### src/hw/rtl/pzc_pkg.sv
// Shared constants for the zero-calibrated pressure filter.
package pzc_pkg;

  localparam int OUT_W = 21;
  localparam int CFG_W = 16;
  localparam int Q_FRAC = 16;
  localparam int SAMPLE_FRAC = 8;

  localparam logic [CFG_W-1:0] GAIN_RESET = 16'd19805;
  localparam logic [CFG_W-1:0] ALPHA_RESET = 16'd9830;
  localparam logic [Q_FRAC-1:0] ROUND_HALF = 16'h8000;
  localparam int ZERO_RESET = 106314;
  localparam int ZERO_MIN_W = 17;

  localparam logic REG_GAIN = 1'b0;
  localparam logic REG_ALPHA = 1'b1;

endpackage

### src/hw/rtl/pzc_mul_q16.sv
// Sign-magnitude multiply by a Q0.16 weight with round to nearest, ties away from zero.
module pzc_mul_q16
  import pzc_pkg::*;
#(
  parameter int A_W = 22
) (
  input  logic [A_W-1:0]    a_mag,
  input  logic              a_neg,
  input  logic [CFG_W-1:0]  weight,
  output logic signed [A_W:0] res
);

  logic [A_W+Q_FRAC-1:0] prod;
  logic [A_W-1:0]        rnd;

  assign prod = (A_W+Q_FRAC)'(a_mag) * (A_W+Q_FRAC)'(weight)
              + (A_W+Q_FRAC)'(ROUND_HALF);
  assign rnd = prod[A_W+Q_FRAC-1:Q_FRAC];
  assign res = a_neg ? -$signed({1'b0, rnd}) : $signed({1'b0, rnd});

endmodule

### src/hw/rtl/pressure_zero_cal_ema_top.sv
// Top level of the zero-calibrated pressure filter with exponential smoothing.
// Calibration items are accepted back to back; the last one passes through ST_DIV and
// ST_DIVH, where a reciprocal multiply forms the zero reference. Measurement steps:
// accept, gain product on the shared Q0.16 multiplier, subtract, smoothing product;
// the smoothing step registers the result and waits while the output is stalled.
// Synchronous active-low reset clears calibration and the filter; resets registers.
module pressure_zero_cal_ema_top
  import pzc_pkg::*;
#(
  parameter int CALIB_SAMPLES = 40,
  parameter int ADC_BITS = 12
) (
  input  logic                   clk,
  input  logic                   rst_n,
  input  logic                   in_valid,
  output logic                   in_stall,
  input  logic [ADC_BITS-1:0]    in_adc_sample,
  output logic                   out_valid,
  input  logic                   out_stall,
  output logic signed [OUT_W-1:0] out_smoothed_pressure,
  output logic signed [OUT_W-1:0] out_instant_pressure,
  input  logic                   psel,
  input  logic                   penable,
  input  logic                   pwrite,
  input  logic [2:0]             paddr,
  input  logic [31:0]            pwdata,
  output logic [31:0]            prdata,
  output logic                   pready
);

  localparam int CW = $clog2(CALIB_SAMPLES + 1);
  localparam int SUM_W = ADC_BITS + CW;
  localparam int NUM_W = SUM_W + SAMPLE_FRAC;
  localparam int ZW = (ADC_BITS + SAMPLE_FRAC > ZERO_MIN_W) ? ADC_BITS + SAMPLE_FRAC
                                                             : ZERO_MIN_W;
  localparam int PW = (ZW + 1 > OUT_W) ? ZW + 1 : OUT_W;
  localparam int RS = NUM_W + $clog2(CALIB_SAMPLES);
  localparam int RW = NUM_W + 1;
  localparam int CH = (NUM_W + 1) / 2;
  localparam int PP_W = CH + RW;
  localparam int ACC_W = NUM_W + RW;
  localparam logic [RW-1:0] RECIP = RW'(((64'd1 << RS) + 64'(CALIB_SAMPLES) - 64'd1)
                                        / 64'(CALIB_SAMPLES));
  localparam logic [CW-1:0] CAL_LAST = CW'(CALIB_SAMPLES - 1);
  localparam logic [CW-1:0] CAL_END = CW'(CALIB_SAMPLES);

  localparam logic [2:0] ST_IDLE = 3'd0;
  localparam logic [2:0] ST_DIV = 3'd1;
  localparam logic [2:0] ST_MULP = 3'd2;
  localparam logic [2:0] ST_DIFF = 3'd3;
  localparam logic [2:0] ST_MULE = 3'd4;
  localparam logic [2:0] ST_DIVH = 3'd5;

  logic [2:0]              state_r, state_nxt;
  logic [CFG_W-1:0]        gain_r, alpha_r;
  logic [CW-1:0]           cal_cnt_r, cal_cnt_nxt;
  logic [SUM_W-1:0]        cal_sum_r, cal_sum_nxt;
  logic [ZW-1:0]           zero_r, zero_nxt;
  logic signed [PW-1:0]    ema_r, ema_nxt;
  logic signed [PW-1:0]    p_r, p_nxt;
  logic [PW:0]             op_mag_r, op_mag_nxt;
  logic                    op_neg_r, op_neg_nxt;
  logic [NUM_W-1:0]        div_num_r, div_num_nxt;
  logic [ACC_W-1:0]        div_acc_r, div_acc_nxt;
  logic                    out_valid_r, out_valid_nxt;
  logic signed [OUT_W-1:0] out_filt_r, out_filt_nxt;
  logic signed [OUT_W-1:0] out_inst_r, out_inst_nxt;

  logic                    in_fire, out_free, cfg_wr;
  logic [SUM_W-1:0]        sum_add;
  logic signed [PW:0]      diff_in, diff_ema;
  logic [CH-1:0]           div_chunk;
  logic [PP_W-1:0]         div_pp;
  logic [ACC_W-1:0]        div_sum;
  logic [CFG_W-1:0]        mul_w;
  logic signed [PW+1:0]    mul_res;

  assign in_stall = (state_r != ST_IDLE);
  assign in_fire = in_valid && !in_stall;
  assign out_free = !out_valid_r || !out_stall;
  assign out_valid = out_valid_r;
  assign out_smoothed_pressure = out_filt_r;
  assign out_instant_pressure = out_inst_r;

  assign pready = 1'b1;
  assign cfg_wr = psel && penable && pwrite;
  assign prdata = (paddr[2] == REG_ALPHA) ? {16'd0, alpha_r} : {16'd0, gain_r};

  assign sum_add = cal_sum_r + SUM_W'(in_adc_sample);
  assign diff_in = $signed((PW+1)'(zero_r))
                 - $signed((PW+1)'({in_adc_sample, {SAMPLE_FRAC{1'b0}}}));
  assign diff_ema = {p_r[PW-1], p_r} - {ema_r[PW-1], ema_r};
  assign div_chunk = (state_r == ST_DIVH) ? CH'(div_num_r[NUM_W-1:CH])
                                          : div_num_r[CH-1:0];
  assign div_pp = PP_W'(div_chunk) * PP_W'(RECIP);
  assign div_sum = div_acc_r + (ACC_W'(div_pp) << CH);
  assign mul_w = (state_r == ST_MULP) ? gain_r : alpha_r;

  pzc_mul_q16 #(
    .A_W(PW + 1)
  ) u_mul (
    .a_mag (op_mag_r),
    .a_neg (op_neg_r),
    .weight(mul_w),
    .res   (mul_res)
  );

  always_comb begin
    state_nxt = state_r;
    cal_cnt_nxt = cal_cnt_r;
    cal_sum_nxt = cal_sum_r;
    zero_nxt = zero_r;
    ema_nxt = ema_r;
    p_nxt = p_r;
    op_mag_nxt = op_mag_r;
    op_neg_nxt = op_neg_r;
    div_num_nxt = div_num_r;
    div_acc_nxt = div_acc_r;
    out_valid_nxt = out_valid_r && out_stall;
    out_filt_nxt = out_filt_r;
    out_inst_nxt = out_inst_r;
    unique case (state_r)
      ST_IDLE: begin
        if (in_fire) begin
          if (cal_cnt_r != CAL_END) begin
            cal_sum_nxt = sum_add;
            cal_cnt_nxt = cal_cnt_r + 1'b1;
            if (cal_cnt_r == CAL_LAST) begin
              div_num_nxt = {sum_add, {SAMPLE_FRAC{1'b0}}} + NUM_W'(CALIB_SAMPLES / 2);
              state_nxt = ST_DIV;
            end
          end else begin
            op_neg_nxt = diff_in[PW];
            op_mag_nxt = diff_in[PW] ? (PW+1)'(-diff_in) : (PW+1)'(diff_in);
            state_nxt = ST_MULP;
          end
        end
      end
      ST_DIV: begin
        div_acc_nxt = ACC_W'(div_pp);
        state_nxt = ST_DIVH;
      end
      ST_DIVH: begin
        zero_nxt = div_sum[RS +: ZW];
        state_nxt = ST_IDLE;
      end
      ST_MULP: begin
        p_nxt = mul_res[PW-1:0];
        state_nxt = ST_DIFF;
      end
      ST_DIFF: begin
        op_neg_nxt = diff_ema[PW];
        op_mag_nxt = diff_ema[PW] ? (PW+1)'(-diff_ema) : (PW+1)'(diff_ema);
        state_nxt = ST_MULE;
      end
      ST_MULE: begin
        if (out_free) begin
          ema_nxt = ema_r + mul_res[PW-1:0];
          out_valid_nxt = 1'b1;
          out_filt_nxt = ema_nxt[OUT_W-1:0];
          out_inst_nxt = p_r[OUT_W-1:0];
          state_nxt = ST_IDLE;
        end
      end
      default: begin
        state_nxt = ST_IDLE;
      end
    endcase
  end

  always_ff @(posedge clk) begin
    if (!rst_n) begin
      state_r <= ST_IDLE;
      gain_r <= GAIN_RESET;
      alpha_r <= ALPHA_RESET;
      cal_cnt_r <= '0;
      cal_sum_r <= '0;
      zero_r <= ZW'(ZERO_RESET);
      ema_r <= '0;
      out_valid_r <= 1'b0;
    end else begin
      state_r <= state_nxt;
      cal_cnt_r <= cal_cnt_nxt;
      cal_sum_r <= cal_sum_nxt;
      zero_r <= zero_nxt;
      ema_r <= ema_nxt;
      out_valid_r <= out_valid_nxt;
      if (cfg_wr) begin
        if (paddr[2] == REG_ALPHA) begin
          alpha_r <= pwdata[CFG_W-1:0];
        end else begin
          gain_r <= pwdata[CFG_W-1:0];
        end
      end
    end
  end

  always_ff @(posedge clk) begin
    p_r <= p_nxt;
    op_mag_r <= op_mag_nxt;
    op_neg_r <= op_neg_nxt;
    div_num_r <= div_num_nxt;
    div_acc_r <= div_acc_nxt;
    out_filt_r <= out_filt_nxt;
    out_inst_r <= out_inst_nxt;
  end

  a_result_from_mule: assert property (@(posedge clk) disable iff (!rst_n)
    $rose(out_valid_r) |-> $past(state_r) == ST_MULE)
    else $error("Result appeared without a smoothing step.");

  a_no_measure_in_cal: assert property (@(posedge clk) disable iff (!rst_n)
    (cal_cnt_r != CAL_END) |-> (state_r != ST_MULP && state_r != ST_MULE))
    else $error("Measurement started before calibration finished.");

  a_div_exit: assert property (@(posedge clk) disable iff (!rst_n)
    (state_r == ST_DIV) |=> (state_r == ST_DIVH))
    else $error("Reciprocal multiply left to an unexpected state.");

endmodule

### config.mk
export PLATFORM = sky130hd
export DESIGN_NAME = pressure_zero_cal_ema_top
export DESIGN_NICKNAME = d
export VERILOG_FILES = /design/src/hw/rtl/pzc_pkg.sv /design/src/hw/rtl/pzc_mul_q16.sv /design/src/hw/rtl/pressure_zero_cal_ema_top.sv
export SDC_FILE = /design/constraint.sdc
export NUM_CORES = 2
export LEC_CHECK = 0
export ABC_CLOCK_PERIOD_IN_PS = 9700
export BUFFER_PORTS_ARGS = -buffer_cell sky130_fd_sc_hd__buf_2
export CAP_MARGIN = 0
export CORE_UTILIZATION = 28
export DETAILED_ROUTE_END_ITERATION = 7
export PLACE_DENSITY = 0.42
export RECOVER_POWER = 100
export SYNTH_ARGS = -nofsm -noshare
export SYNTH_HDL_FRONTEND = slang
export SYNTH_SLANG_ARGS = --single-unit
### constraint.sdc
create_clock -name clk -period 9.7 [get_ports clk]
set_input_delay 2.91 -clock clk [delete_from_list [all_inputs] [get_ports clk]]
set_output_delay 2.91 -clock clk [all_outputs]
set_load 0.02 [all_outputs]
==> flow_metrics.tcl <==
set metrics [dict create \
    status "finished, violations left" \
    violations "capacitance limit, slew limit" \
    seqCellArea_sq_um 5958 \
    synth_edf_count 131 \
    area_growth_pct 20.24 \
    grt_max_degree 62 \
    cp_max_fo 14 \
    synthArstFlopShare_pct 0 \
    clkLatencyLatePin_ns 0.61 \
    worst_slack_ns 0.2724 \
    p_total_uw 6987 \
    grt_pass1_vias 22118 \
    clkTransAtPathRegs_ns 0.06 \
    synth_area_sq_um 28790 \
    die_height_um 322.6 \
    num_vias 21805 \
    hp-start "zero_r[13]" \
    path_buf_inv 10 \
    netlist_instances 3174 \
    grt_use_met3_pct 1.042 \
    period_share_pct 97.19 \
    finalSetupTns_ns 0 \
    setup_violations 0 \
    worst_pin_slew_ns 1.895 \
    core_area_sq_um 101900 \
    ys_ff_latch 232 \
    r2r_cells 41 \
    gr-total-overflow 0 \
    fin_nets 4190 \
    grt_pass1_wl_um 125000 \
    drc_errors 0 \
    maxSlewViolCount 68 \
    place_hpwl_um 66480 \
    crit_path_max_incr_delay_ns 0.55 \
    holdBufCountCts 0 \
    p_leak_uw 0.01607 \
    post-route-min-period_ns 9.428 \
    max_slew_margin_pct -26.34 \
    cts_sinks 232 \
    path_common_cell "fa_1" \
    grt_use_total_pct 15.35 \
    grt_use_met2_pct 26.50 \
    antenna_found_initial 0 \
    reg2reg_slack_ns 0.27 \
    synth_ff_type "edfxtp_1" \
    row_count 117 \
    arrival_ns 9.95 \
    wl_per_cell_um 16.40 \
    wl_um 80030 \
    r2r-start "state_r[0]" \
    cts_buffer_depth 3 \
    antenna_left 0 \
    min_path_cells 2 \
    critPathRequiredTime_ns 10.22 \
    startpoint_type "flip-flop" \
    firstDrtPassIters 5 \
    drive_gt1_share_pct 17.52 \
    h-tree-depth 1 \
    fillCellCount 10802 \
    critPathSlowestCell "fa_1" \
    crit_path_end_kind "flip-flop" \
    dieArea_sq_um 104100 \
    pin_count 131 \
    cts_tree "built" \
    yosysWarnings 0 \
    numCtsBuffers 29 \
    rsz0062_at_grt "yes" \
    portBuffers 95 \
    vias_per_cell 4.469 \
    post-place-ws_ns -0.7364 \
    ys_types 84 \
    hold_path_class "reg -> reg" \
    met1_usage_pct 20.61 \
    root_buffer "clkbuf_16" \
    worstSetupPathType "reg -> reg" \
    finClkSkew_ns 0.04521 \
    avgSynthCellArea_sq_um 9.069 \
    cp_top_family "adder cells" \
    r2r_end "ema_r[20]" \
    start_util_pct 28.25 \
    fmax_ghz 0.1061 \
    die_x_um 322.6 \
    ir_drop_v 0.0001778 \
    top_usage_layer "met2" \
    hold_viol 0 \
    power_density_nw_per_um2 201.9 \
    seq_area_frac_synth_pct 20.69 \
    maxCapViolations 2 \
    detail_route.iter0.violations 870 \
    multi_input_area_sq_um 21220 \
    min_to "zero_r[13]" \
    finalWeightedCongestion 0.8094 \
]
[per-layer routing]
metal	routed length (um)	vias to the layer above
met5	0	-
met4	1942	0
met3	1755	73
met2	39070	222
met1	37260	10612
li1	-	10898
[repair_timing]
action                                  4_1_cts  5_1_grt
gates resized for setup                      69      120
pin swaps                                    14       51
setup buffers                                 3       24
endpoints found under the setup margin       15       10
[registers in the layout, indices dropped and copies added (netlist names), 6 cells and up]
signal / count
div_num_r: 18
ema_r: 21
zero_r: 20
out_smoothed_pressure: 21
div_acc_r: 27
gain_r: 16
out_instant_pressure: 21
op_mag_r: 22
cal_sum_r: 18
p_r: 21
cal_cnt_r: 6
alpha_r: 16
[worst register-to-register path, delay by kind of cell, from the launching register on]
kind                       cells  cell delay [ns]
AOI/OAI and AO/OA              6             0.90
and+or+nand+nor               13             2.58
buffers and inverters         10             1.20
adders and majority gates      8             3.46
muxes                          3             0.77
xor gates and xnor gates       1             0.10
DFF                            1             0.33
[cell families (layout without fill, tap and decap cells)]
family	after synthesis	count (layout)	synth area share, %
flip-flops	232	232	20.69
adder cells (fa/ha/maj)	649	649	37.13
AO/OA/AOI/OAI	482	482	10.55
other	2	18	0.02609
AND/OR/NAND/NOR	935	935	15.60
buffers and inverters	648	969	8.728
XOR/XNOR	178	178	5.442
multiplexers	48	48	1.826
[cell usage after synthesis, types with 21 or more instances]
| cell type | count | share of area [%] |
|---|---|---|
| ha_1 | 307 | 13 |
| clkbuf_1 | 95 | 1.2 |
| a21o_1 | 43 | 1.1 |
| mux2_2 | 32 | 1.3 |
| xor2_1 | 75 | 2.3 |
| nand3_1 | 45 | 0.78 |
| xnor2_1 | 102 | 3.1 |
| o21bai_1 | 21 | 0.55 |
| edfxtp_1 | 131 | 14 |
| nand2_1 | 438 | 5.7 |
| o21ai_0 | 100 | 1.7 |
| a21oi_1 | 171 | 3.0 |
| and2_1 | 188 | 4.1 |
| dfxtp_1 | 101 | 7.0 |
| nor2_1 | 99 | 1.3 |
| fa_1 | 342 | 24 |
| nor3_1 | 26 | 0.45 |
| inv_1 | 524 | 6.8 |
| nand2b_1 | 23 | 0.50 |
[layout by cell type, fill, tap and decap left out, types with 72 or more instances in the layout]
master,instances
inv_1,519
buf_4,273
and2_1,182
nor2_1,94
nand2_1,433
dfxtp_1,99
fa_1,331
buf_2,92
edfxtp_1,131
o21ai_0,87
ha_1,288
xnor2_1,91
a21oi_1,160
xor2_1,72
[stage by stage]
| step | instance area [sq um] | std cells | hold slack [ns] | utilization [%] |
|---|---|---|---|---|
| after floorplan | 28850 | 3189 | 0.4264 | - |
| after CTS | 33780 | 4855 | 0.4614 | 33.16 |
| final | 34610 | 4879 | 0.4591 | 33.97 |
| after global placement | 32560 | 4798 | 0.4452 | 31.96 |
| after global routing | 34610 | 4878 | 0.4780 | 33.97 |
| after detailed placement | 32560 | 4798 | 0.4529 | 31.96 |
[worst max path at each step]
stage               startpoint        end  slack [ns]  cells past startpoint
CTS                 state_r[0]  ema_r[20]       -0.01                     38
global route        state_r[0]  ema_r[20]        -0.1                     41
finish              state_r[0]  ema_r[20]        0.27                     41
floorplan           state_r[2]  ema_r[20]         0.1                     38
detailed placement  state_r[2]  ema_r[20]       -0.74                     42
global placement    state_r[2]  ema_r[20]       -0.59                     42
[final cells by class]
class | instances | share of cell area, %
antenna | 1 | 0.007230
tap | 1368 | 4.945
inverter | 526 | 5.704
multi-input combinational | 2309 | 61.31
timing repair buffer | 389 | 8.119
clock inverter | 19 | 0.4844
sequential | 232 | 17.21
clock buffer | 35 | 2.220
[power by group]
group	leakage (uW)	internal (uW)	total [uW]	switching [uW]
Clock	0.000459	621	1090	471
Combinational	0.0136	2410	4720	2300
Sequential	0.00200	1170	1180	7.77
Total	0.0161	4200	6990	2780
No activity file was read; power rests on OpenSTA's default activity.
